**src/ddpd_pkg.sv**
```systemverilog
// ----------------------------------------------------------------------------
// Differential drive PD controller package
// Shared types, register map and fixed-point helpers.
// ----------------------------------------------------------------------------
package ddpd_pkg;

  localparam int NumRegs   = 8;
  localparam int RegIdxW   = 3;
  localparam int MotorMax  = 16384;

  localparam logic [RegIdxW-1:0] REG_DRIVE_P    = 3'd0;
  localparam logic [RegIdxW-1:0] REG_DRIVE_D    = 3'd1;
  localparam logic [RegIdxW-1:0] REG_PIVOT_P    = 3'd2;
  localparam logic [RegIdxW-1:0] REG_PIVOT_D    = 3'd3;
  localparam logic [RegIdxW-1:0] REG_HEADING    = 3'd4;
  localparam logic [RegIdxW-1:0] REG_DEAD_ZONE  = 3'd5;
  localparam logic [RegIdxW-1:0] REG_DRIVE_CLMP = 3'd6;
  localparam logic [RegIdxW-1:0] REG_PIVOT_CLMP = 3'd7;

  localparam logic [15:0] RegReset [NumRegs] = '{
    16'd1638, 16'd45056, 16'd614, 16'd12288, 16'd225, 16'd164, 16'd768, 16'd1280
  };

  typedef enum logic [1:0] {
    OP_TICK  = 2'd0,
    OP_DRIVE = 2'd1,
    OP_PIVOT = 2'd2,
    OP_RESET = 2'd3
  } op_t;

  typedef enum logic [3:0] {
    ST_IDLE   = 4'd0,
    ST_RESET  = 4'd1,
    ST_INIT   = 4'd2,
    ST_DSTART = 4'd3,
    ST_TELEOP = 4'd4,
    ST_DRIVE  = 4'd5,
    ST_DDONE  = 4'd6,
    ST_PSTART = 4'd7,
    ST_PIVOT  = 4'd8,
    ST_PDONE  = 4'd9
  } mode_t;

  typedef enum logic [2:0] {
    PH_IDLE, PH_CALC, PH_M1, PH_M2, PH_M3, PH_M4, PH_M5, PH_FIN
  } phase_t;

  typedef struct packed {
    logic   load;
    phase_t step;
    logic   commit;
  } cmd_t;

  typedef struct packed {
    logic out_full;
    logic out_taken;
  } stat_t;

  typedef struct packed {
    logic signed [15:0] left_motor;
    logic signed [15:0] right_motor;
    logic               reset_encoders;
    logic               clear_gyro;
    mode_t              mode_code;
    logic               motion_done;
  } result_t;

  // Signed division by 2**k, truncating toward zero.
  function automatic logic signed [45:0] sdiv(input logic signed [45:0] x,
                                              input logic [3:0] k);
    logic signed [45:0] bias;
    bias = x[45] ? ((46'sd1 <<< k) - 46'sd1) : 46'sd0;
    return (x + bias) >>> k;
  endfunction

  function automatic logic signed [15:0] sat_motor(input logic signed [45:0] x);
    logic signed [15:0] r;
    if (x > 46'sd16384) r = 16'sd16384;
    else if (x < -46'sd16384) r = -16'sd16384;
    else r = x[15:0];
    return r;
  endfunction

endpackage

```
**src/ddpd_ctrl.sv**
```systemverilog
// ----------------------------------------------------------------------------
// Differential drive PD controller sequencer
// Steps the shared datapath through one item and hands over the result.
// ----------------------------------------------------------------------------
module ddpd_ctrl (
  input  logic          clk,
  input  logic          rst,
  input  logic          in_valid,
  output logic          in_ready,
  input  ddpd_pkg::stat_t stat,
  output ddpd_pkg::cmd_t  cmd
);
  import ddpd_pkg::*;

  phase_t phase, phase_next;

  always_ff @(posedge clk) begin
    if (rst) begin
      phase <= PH_IDLE;
    end else begin
      phase <= phase_next;
    end
  end

  always_comb begin
    phase_next = phase;
    in_ready   = 1'b0;
    cmd.load   = 1'b0;
    cmd.step   = phase;
    cmd.commit = 1'b0;
    case (phase)
      PH_IDLE: begin
        in_ready = 1'b1;
        if (in_valid) begin
          cmd.load   = 1'b1;
          phase_next = PH_CALC;
        end
      end
      PH_CALC: phase_next = PH_M1;
      PH_M1:   phase_next = PH_M2;
      PH_M2:   phase_next = PH_M3;
      PH_M3:   phase_next = PH_M4;
      PH_M4:   phase_next = PH_M5;
      PH_M5:   phase_next = PH_FIN;
      PH_FIN: begin
        // Wait here until the output register has room for the new beat.
        if (!stat.out_full || stat.out_taken) begin
          cmd.commit = 1'b1;
          phase_next = PH_IDLE;
        end
      end
      default: phase_next = PH_IDLE;
    endcase
  end

endmodule

```
**src/ddpd_datapath.sv**
```systemverilog
// ----------------------------------------------------------------------------
// Differential drive PD controller datapath
// Holds the registers and controller state, and runs the PD arithmetic on
// one shared multiplier.
// ----------------------------------------------------------------------------
module ddpd_datapath (
  input  logic                 clk,
  input  logic                 rst,
  input  ddpd_pkg::cmd_t       cmd,
  input  logic [1:0]           in_op,
  input  logic [167:0]         in_data,
  input  logic                 cfg_we,
  input  logic [ddpd_pkg::RegIdxW-1:0] cfg_index,
  input  logic [15:0]          cfg_data,
  output ddpd_pkg::result_t    result
);
  import ddpd_pkg::*;

  logic [15:0] regs [NumRegs];

  // Captured item
  op_t                op;
  logic signed [15:0] ls, rs, tspd;
  logic signed [23:0] ld, rd, gy, tdist, tang;

  // Controller state
  mode_t              mode, mode_next;
  logic               dreq, dreq_next, preq, preq_next, done, done_next;
  logic signed [23:0] goal_dist, goal_dist_next, goal_head, goal_head_next;
  logic signed [23:0] goal_piv, goal_piv_next, dlast, dlast_next, alast, alast_next;
  logic signed [15:0] goal_spd, goal_spd_next, held_l, held_l_next, held_r, held_r_next;
  logic               enc_pulse, gyro_pulse;

  // Intermediate values
  logic signed [25:0] ed, ep, ed_c, ep_c, eraw, praw, dclmp, plim;
  logic signed [26:0] dd, dp, dd_c, dp_c;
  logic signed [24:0] hdiff, gabs, sum;
  logic [24:0]        sabs;
  logic [23:0]        trav;
  logic               trav_ge, near_d, near64, near384;
  logic               trav_ge_c, near_d_c, near64_c, near384_c;
  logic signed [26:0] ma;
  logic signed [16:0] mb;
  logic signed [43:0] prod;
  logic signed [44:0] acc;
  logic signed [15:0] fac;
  logic signed [39:0] trim;
  logic signed [45:0] speed;
  logic [16:0]        labs, rabs;
  logic               piv;

  assign piv = (mode == ST_PIVOT);

  always_ff @(posedge clk) begin
    if (rst) begin
      for (int i = 0; i < NumRegs; i++) regs[i] <= RegReset[i];
    end else if (cfg_we) begin
      regs[cfg_index] <= (cfg_index == REG_DEAD_ZONE) ? {1'b0, cfg_data[14:0]} : cfg_data;
    end
  end

  always_ff @(posedge clk) begin
    if (cmd.load) begin
      op    <= op_t'(in_op);
      ls    <= in_data[15:0];
      rs    <= in_data[31:16];
      ld    <= in_data[55:32];
      rd    <= in_data[79:56];
      gy    <= in_data[103:80];
      tdist <= in_data[127:104];
      tspd  <= in_data[143:128];
      tang  <= in_data[167:144];
    end
  end

  // Error terms from the captured readings
  always_comb begin
    sum   = 25'(ld) + 25'(rd);
    sabs  = sum[24] ? 25'(-sum) : 25'(sum);
    trav  = sabs[24:1];
    eraw  = 26'(goal_dist) - $signed({2'b00, trav});
    dclmp = $signed({10'd0, regs[REG_DRIVE_CLMP]});
    ed_c  = (eraw > dclmp) ? dclmp : eraw;
    dd_c  = (dlast <= 24'sd0) ? 27'sd0 : 27'(ed_c) - 27'(dlast);
    gabs  = goal_dist[23] ? -25'(goal_dist) : 25'(goal_dist);
    trav_ge_c = $signed({2'b00, trav}) >= 26'(gabs);
    near_d_c  = (eraw > -26'sd128) && (eraw < 26'sd128);
    praw  = 26'(gy) - 26'(goal_piv);
    plim  = $signed({10'd0, regs[REG_PIVOT_CLMP]});
    if (praw > plim) ep_c = plim;
    else if (praw < -plim) ep_c = -plim;
    else ep_c = praw;
    dp_c  = (alast <= 24'sd0) ? 27'sd0 : 27'(ep_c) - 27'(alast);
    near64_c  = (praw > -26'sd64) && (praw < 26'sd64);
    near384_c = (praw > -26'sd384) && (praw < 26'sd384);
  end

  always_comb begin
    ma = '0;
    mb = '0;
    case (cmd.step)
      PH_M1: begin
        ma = piv ? 27'(ep) : 27'(ed);
        mb = $signed({1'b0, piv ? regs[REG_PIVOT_P] : regs[REG_DRIVE_P]});
      end
      PH_M2: begin
        ma = piv ? dp : dd;
        mb = $signed({1'b0, piv ? regs[REG_PIVOT_D] : regs[REG_DRIVE_D]});
      end
      PH_M3: begin
        ma = 27'(hdiff);
        mb = $signed({1'b0, regs[REG_HEADING]});
      end
      PH_M5: begin
        ma = 27'(fac);
        mb = 17'(goal_spd);
      end
      default: begin
        ma = '0;
        mb = '0;
      end
    endcase
  end

  always_ff @(posedge clk) begin
    // The speed product must survive a stall in the write-back step.
    if (cmd.step != PH_FIN) prod <= ma * mb;
    case (cmd.step)
      PH_CALC: begin
        ed      <= ed_c;
        dd      <= dd_c;
        ep      <= ep_c;
        dp      <= dp_c;
        hdiff   <= 25'(gy) - 25'(goal_head);
        trav_ge <= trav_ge_c;
        near_d  <= near_d_c;
        near64  <= near64_c;
        near384 <= near384_c;
      end
      PH_M2: acc <= 45'(prod);
      PH_M3: acc <= acc + 45'(prod);
      PH_M4: begin
        fac  <= sat_motor(sdiv(46'(acc), piv ? 4'd5 : 4'd6));
        trim <= 40'(-sdiv(46'(prod), 4'd5));
      end
      default: ;
    endcase
  end

  assign speed = sdiv(46'(prod), 4'd14);
  assign labs  = ls[15] ? 17'(-17'(ls)) : 17'(ls);
  assign rabs  = rs[15] ? 17'(-17'(rs)) : 17'(rs);

  always_comb begin
    mode_next      = mode;
    dreq_next      = dreq;
    preq_next      = preq;
    done_next      = done;
    goal_dist_next = goal_dist;
    goal_head_next = goal_head;
    goal_piv_next  = goal_piv;
    goal_spd_next  = goal_spd;
    dlast_next     = dlast;
    alast_next     = alast;
    held_l_next    = held_l;
    held_r_next    = held_r;
    enc_pulse      = 1'b0;
    gyro_pulse     = 1'b0;
    case (op)
      OP_DRIVE: begin
        dreq_next      = 1'b1;
        done_next      = 1'b0;
        goal_dist_next = tdist;
        goal_spd_next  = tspd;
        goal_head_next = tang;
        enc_pulse      = 1'b1;
      end
      OP_PIVOT: begin
        preq_next     = 1'b1;
        done_next     = 1'b0;
        goal_piv_next = tang;
        goal_spd_next = tspd;
      end
      OP_RESET: begin
        mode_next      = ST_RESET;
        dreq_next      = 1'b0;
        preq_next      = 1'b0;
        goal_dist_next = '0;
      end
      default: begin
        case (mode)
          ST_IDLE: begin
            if (labs > {2'b00, regs[REG_DEAD_ZONE][14:0]} ||
                rabs > {2'b00, regs[REG_DEAD_ZONE][14:0]}) mode_next = ST_TELEOP;
            else if (dreq) mode_next = ST_DSTART;
            else if (preq) mode_next = ST_PSTART;
            else mode_next = ST_IDLE;
            done_next = 1'b0;
          end
          ST_RESET: begin
            held_l_next = '0;
            held_r_next = '0;
            enc_pulse   = 1'b1;
            gyro_pulse  = 1'b1;
            mode_next   = ST_INIT;
          end
          ST_INIT: begin
            enc_pulse      = 1'b1;
            dreq_next      = 1'b0;
            preq_next      = 1'b0;
            goal_dist_next = '0;
            done_next      = 1'b0;
            mode_next      = ST_IDLE;
          end
          ST_DSTART: begin
            held_l_next = 16'(MotorMax / 2);
            held_r_next = 16'(MotorMax / 2);
            enc_pulse   = 1'b1;
            mode_next   = ST_DRIVE;
          end
          ST_DRIVE: begin
            if (ed > 26'sd8388607) dlast_next = 24'sh7FFFFF;
            else if (ed < -26'sd8388608) dlast_next = 24'sh800000;
            else dlast_next = ed[23:0];
            held_l_next = sat_motor(speed + 46'(trim));
            held_r_next = sat_motor(speed - 46'(trim));
            if (dd == 27'sd0 && ((trav_ge && fac >= -16'sd1638 && fac <= 16'sd1638) ||
                                 near_d))
              mode_next = ST_DDONE;
            else mode_next = ST_DRIVE;
          end
          ST_DDONE: begin
            dreq_next   = 1'b0;
            done_next   = 1'b1;
            held_l_next = '0;
            held_r_next = '0;
            mode_next   = ST_IDLE;
          end
          ST_PSTART: mode_next = ST_PIVOT;
          ST_PIVOT: begin
            alast_next  = ep[23:0];
            held_r_next = sat_motor(speed);
            held_l_next = sat_motor(-speed);
            if (near64 || (near384 && dp == 27'sd0)) mode_next = ST_PDONE;
            else mode_next = ST_PIVOT;
          end
          ST_PDONE: begin
            preq_next   = 1'b0;
            done_next   = 1'b1;
            held_l_next = '0;
            held_r_next = '0;
            mode_next   = ST_IDLE;
          end
          ST_TELEOP: begin
            held_l_next = sat_motor(46'(ls));
            held_r_next = sat_motor(46'(rs));
            mode_next   = ST_TELEOP;
          end
          default: mode_next = ST_IDLE;
        endcase
      end
    endcase
  end

  always_ff @(posedge clk) begin
    if (rst) begin
      mode      <= ST_INIT;
      dreq      <= 1'b0;
      preq      <= 1'b0;
      done      <= 1'b0;
      goal_dist <= '0;
      goal_head <= '0;
      goal_piv  <= '0;
      goal_spd  <= '0;
      dlast     <= '0;
      alast     <= '0;
      held_l    <= '0;
      held_r    <= '0;
    end else if (cmd.commit) begin
      mode      <= mode_next;
      dreq      <= dreq_next;
      preq      <= preq_next;
      done      <= done_next;
      goal_dist <= goal_dist_next;
      goal_head <= goal_head_next;
      goal_piv  <= goal_piv_next;
      goal_spd  <= goal_spd_next;
      dlast     <= dlast_next;
      alast     <= alast_next;
      held_l    <= held_l_next;
      held_r    <= held_r_next;
    end
  end

  assign result.left_motor     = held_l_next;
  assign result.right_motor    = held_r_next;
  assign result.reset_encoders = enc_pulse;
  assign result.clear_gyro     = gyro_pulse;
  assign result.mode_code      = mode_next;
  assign result.motion_done    = done_next;

endmodule

```
**src/differential_drive_pd_controller.sv**
```systemverilog
// ----------------------------------------------------------------------------
// Differential drive PD controller
// Ten-state drive controller with PD distance and pivot loops.
// ----------------------------------------------------------------------------
//  Channel   Direction  Beat contents
//  s_axis    in         tuser: operation; tdata: sticks, distances, gyro, targets
//  m_axis    out        tdata: motors, pulses, mode, done flag
//  cfg       in         cfg_index selects a gain, dead zone or clamp register
//
// Each item passes through capture, error terms, five steps through the
// one shared 27x17 multiplier, then the write-back of state and result.
// A finished beat waits in the output register; the next item may be taken
// meanwhile, but its write-back waits for the output register to empty.
// Reset is synchronous and leaves the controller in its initialise state.
// Configuration writes are always taken.
module differential_drive_pd_controller (
  input  logic         clk,
  input  logic         rst,
  input  logic         s_axis_tvalid,
  output logic         s_axis_tready,
  // left_stick, right_stick, left_distance, right_distance, gyro_angle,
  // target_distance, target_speed, target_angle
  input  logic [167:0] s_axis_tdata,
  // operation
  input  logic [1:0]   s_axis_tuser,
  output logic         m_axis_tvalid,
  input  logic         m_axis_tready,
  // left_motor, right_motor, reset_encoders, clear_gyro, mode_code,
  // motion_done, one zero pad bit
  output logic [39:0]  m_axis_tdata,
  input  logic         cfg_valid,
  output logic         cfg_ready,
  input  logic [ddpd_pkg::RegIdxW-1:0] cfg_index,
  input  logic [15:0]  cfg_data
);
  import ddpd_pkg::*;

  cmd_t    cmd;
  stat_t   stat;
  result_t result;
  result_t out_beat;
  logic    out_valid;

  assign cfg_ready      = 1'b1;
  assign stat.out_full  = out_valid;
  assign stat.out_taken = m_axis_tready;

  ddpd_ctrl u_ctrl (
    .clk      (clk),
    .rst      (rst),
    .in_valid (s_axis_tvalid),
    .in_ready (s_axis_tready),
    .stat     (stat),
    .cmd      (cmd)
  );

  ddpd_datapath u_datapath (
    .clk       (clk),
    .rst       (rst),
    .cmd       (cmd),
    .in_op     (s_axis_tuser),
    .in_data   (s_axis_tdata),
    .cfg_we    (cfg_valid),
    .cfg_index (cfg_index),
    .cfg_data  (cfg_data),
    .result    (result)
  );

  always_ff @(posedge clk) begin
    if (rst) begin
      out_valid <= 1'b0;
    end else if (cmd.commit) begin
      out_valid <= 1'b1;
    end else if (m_axis_tready) begin
      out_valid <= 1'b0;
    end
  end

  always_ff @(posedge clk) begin
    if (cmd.commit) begin
      out_beat <= result;
    end
  end

  assign m_axis_tvalid = out_valid;
  assign m_axis_tdata  = {1'b0, out_beat.motion_done, out_beat.mode_code,
                          out_beat.clear_gyro, out_beat.reset_encoders,
                          out_beat.right_motor, out_beat.left_motor};

endmodule
```
**config.mk**
```make
export PLATFORM = sky130hd
export DESIGN_NAME = differential_drive_pd_controller
export DESIGN_NICKNAME = d
export VERILOG_FILES = /design/src/ddpd_pkg.sv /design/src/ddpd_ctrl.sv /design/src/ddpd_datapath.sv /design/src/differential_drive_pd_controller.sv
export SDC_FILE = /design/constraint.sdc
export NUM_CORES = 2
export LEC_CHECK = 0
export ABC_AREA = 1
export BUFFER_PORTS_ARGS = -buffer_cell sky130_fd_sc_hd__buf_4
export CORE_ASPECT_RATIO = 1.75
export CORE_UTILIZATION = 41
export CTS_BUF_LIST = sky130_fd_sc_hd__clkbuf_4
export CTS_CLUSTER_DIAMETER = 100
export DETAILED_ROUTE_END_ITERATION = 12
export HOLD_SLACK_MARGIN = 0.03
export PLACE_DENSITY = 0.61
export RECOVER_POWER = 100
export SYNTH_ARGS = -nofsm -noshare
export SYNTH_HDL_FRONTEND = slang
export SYNTH_SLANG_ARGS = --single-unit
export TNS_END_PERCENT = 5
```
**constraint.sdc**
```tcl
create_clock -name clk -period 17.5 [get_ports clk]
set_clock_uncertainty 0.05 [all_clocks]
set_input_delay 0.875 -clock clk [delete_from_list [all_inputs] [get_ports clk]]
set_output_delay 0.875 -clock clk [all_outputs]
set_load 0.005 [all_outputs]
```
==> summary.txt <==
Worst setup path
  – Critical Path Source Type: flop
  – Worst Setup End Kind: flop
  – Top delay family on crit path: compound AO/OA/AOI/OAI gates
  – CP most frequent cell: inv_1
  – Critical Path AT: 14.34 ns
  – Critical Path Fanout Max: 46
  – Worst path slowest cell: o2111ai_1
  – Critical Path Stages: 30
  – Reg2Reg Depth: 30
  – Worst EP required: 18.32 ns
  – Crit Path Category: reg2reg
  – Slowest stage delay, CP: 2.41 ns
  – CP Buf/Inv Count: 9

Timing
  – Fin crit share: 77.3%
  – Max Fclk: 0.0739 GHz
  – Final hold violation count: 0
  – Final setup fails: 0
  – Min Tclk post-route: 13.53 ns
  – Slew headroom: -191%
  – Setup_tns: 0 ns
  – Unrepaired setup endpoints after global routing: no
  – Final number of max-transition violations: 1,097
  – Hold_ws: 0.139 ns
  – Worst-margin pin slew: 4.36 ns

Run status
  – Failing checks: max-capacitance violations, max-slew violations
  – Status: finished, violations left

Worst hold path
  – Hold crit path type: in2reg
  – WHS Path Cells: 5

Yosys
  – Mapped Avg Cell Area: 7.68 um2
  – Cell count after synthesis: 9,632
  – Mapped Nets: 10,794
  – Number of distinct library cells after synthesis: 73
  – Synth area leaders: edfxtp_1 (25%), fa_1 (12%), nand2_1 (11%), inv_1 (8.9%), ha_1 (8.7%)
  – Synth top area share: 25.0%
  – #FFs+latches synth: 795
  – Main synth FF type: edfxtp_1
  – Register area share after synthesis: 29.9%
  – Area leader, netlist: edfxtp_1
  – Post-synth EDFFs: 616
  – Post-synth ARST share: 0%
  – YS warnings: 0
  – Mapped Area: 74,000 um2

Placed design
  – Post-DP Area: 78,400 um2
  – Port buffer count: 234
  – GP Congestion: 1.04
  – Hpwl dp: 237 mm

Clocking
  – Clk_lat worst skew: 1.21 ns
  – Post-CTS sizing: 0
  – CTS tree: done
  – Post-CTS Setup Bufs: 0
  – CTS max path bufs: 4
  – Cts hold-fix bufs: 173
  – Clk root buf: clkbuf_4
  – CTS buffer count: 201
  – Clock transition at path regs: 0.07 ns
  – Sink Count: 795
  – H-tree depth: 4

Floorplanning
  – Core ar.: 179,000 um2
  – IO Count: 237
  – Chip width: 323 um
  – Die footprint: 182,000 um2
  – Row count: 205
  – Die Ht: 564 um
  – Initial Util: 41.4%

Power
  – Int Pwr: 6080 uW
  – Gate power share: 62.5%
  – Leakage: 0.0399 uW
  – VDD IR max: 123 uV
  – Net switching power figure: 6760 uW
  – Clk pwr share: 14.4%
  – Power share of the sequential group: 23.1%
  – Sw Ratio: 52.6%
  – P per Cell Area: 155 nW/um2

Final layout
  – Nets@finish: 11,223
  – Area grow syn2layout: 11.9%
  – Share of layout cells above drive strength 1: 7.41%
  – Design Area, Final: 82,700 um2

Flow run
  – Max Cap Viol: 22

Global routing
  – Vias in the first global route: 70,575
  – First-pass GRT wire length: 425 mm
  – Largest net degree at the start of global routing: 91
  – Initial antenna violation count: 13
  – Grt ovf: 0
  – GR Util All Layers: 31.8%

Drt
  – Post-DR wirelength/cell: 23.0 um
  – Antenna viol nets, final: 0
  – DR DRC count: 0
  – Drt total wl: 290 mm
  – DRT iter0 DRCs: 3,948
  – Via count: 67,748
  – Vias per cell: 5.37
  – Drt pass-1 iters: 8
==> state kept, by name, summed over array words and instances (netlist names), 24 cells and up <==
register and cells:
m_axis_tdata 39, u_datapath.acc 45, u_datapath.alast 24, u_datapath.dd 27
u_datapath.dlast 24, u_datapath.dp 27, u_datapath.ed 26, u_datapath.ep 26
u_datapath.goal_dist 24, u_datapath.goal_head 24, u_datapath.goal_piv 24, u_datapath.gy 24
u_datapath.hdiff 25, u_datapath.ld 24, u_datapath.prod 44, u_datapath.rd 24
u_datapath.regs 127, u_datapath.tang 24, u_datapath.tdist 24, u_datapath.trim 40
==> synth_stat cells (38+ instances only) <==
library cell and number:
nand2_1 2088, inv_1 1759, nor2_1 844, a21oi_1 648, edfxtp_1 616, o21ai_0 540
ha_1 512, fa_1 456, nand3_1 399, xor2_1 278, clkbuf_1 233, dfxtp_1 179
nor3_1 143, nand4_1 142, xnor2_1 103, a31oi_1 61, o21bai_1 56, nor4_1 55
a211oi_1 46, or2_2 44, nand2_2 41, nor2_2 38
==> worst paths after layout <==
check,from,end,slack [ns]
worst max-delay path,u_datapath.mode[3],u_datapath.prod[40],3.97
worst min-delay path,cfg_index[2],u_datapath.regs[3][13],0.14
worst max register to register,u_datapath.mode[3],u_datapath.prod[40],3.97
worst min register to register,u_datapath.goal_spd[15],u_datapath.goal_spd[15],0.41
==> tightest hold or removal path: stages <==
cell and delay, ns:
buf_4 0.10, nor2_1 0.05, inv_1 0.06, nor2_1 0.07, nand2_1 0.06
==> power by group through the flow <==
stage          clock network [uW]  registers [uW]  logic (uW)
2_1_floorplan                   0            2800        5470
3_3_place_gp                    0            2950        7790
3_5_place_dp                    0            2950        7900
4_1_cts                      1890            2910        7960
5_1_grt                      1960            2970        8850
6_report                     1850            2960        8020
==> kinds of logic (layout without fill, tap and decap cells) <==
group / count (synthesis) / in the layout / synth area share, %
and+or+nand+nor: 3861 / 3861 / 22.0
xor gates and xnor gates: 385 / 385 / 4.60
adders and majority gates: 968 / 968 / 21.0
muxes: 1 / 1 / 0.0135
DFF: 795 / 795 / 29.9
other: 2 / 15 / 0.0102
AOI/OAI and AO/OA: 1573 / 1573 / 12.0
buffers and inverters: 2047 / 2637 / 10.5
==> cell usage in the layout (no fill, tap or decap), types with 29 or more instances in the layout <==
master,synthesis,routed
nor3_1,143,147
or2_2,44,44
o21ai_0,540,543
o21bai_1,56,56
xor2_1,278,278
nand2_1,2088,2091
inv_1,1759,1758
nor2_1,844,852
nor4_1,55,56
clkbuf_4,0,467
nand2_2,41,38
dlygate4sd3_1,0,173
nand4_1,142,143
fa_1,456,456
nand3_1,399,400
xnor2_1,103,103
clkinv_1,8,54
a31oi_1,61,61
o211ai_1,31,31
edfxtp_1,616,616
dfxtp_1,179,179
clkbuf_1,233,52
o21a_1,29,29
a211oi_1,46,46
buf_4,9,78
a21oi_1,648,648
ha_1,512,512
a221oi_1,29,29
==> metal layers <==
| layer | vias to the layer above | GRT usage (%) | wire (um) |
|---|---|---|---|
| li1 | 32127 | - | - |
| met1 | 32093 | 26.9 | 87600 |
| met2 | 2351 | 59.4 | 151000 |
| met3 | 1167 | 5.01 | 13600 |
| met4 | 10 | 34.7 | 38200 |
| met5 | - | 0 | 78 |
==> cell type report <==
cell class,count,area (um2)
Antenna cell,13,32.5
Fill cell,18120,96000
Clock inverter,83,787
Multi-Input combinational cell,6790,44200
Clock buffer,281,2110
Sequential cell,795,22100
Inverter,1784,6700
Tap cell,2380,2980
Timing Repair Buffer,489,3910
==> through the flow <==
stage | setup slack [ns] | cells | util, % | total power, uW
floorplan | 4.19 | 9632 | - | 8270
global placement | 7.36 | 12065 | 43.9 | 10700
detailed placement | 7.29 | 12065 | 43.9 | 10800
CTS | 7.24 | 12602 | 46.5 | 12800
global route | 3.26 | 12611 | 46.3 | 13800
finish | 3.97 | 12615 | 46.3 | 12800
Power figures use the tool's default switching activity.
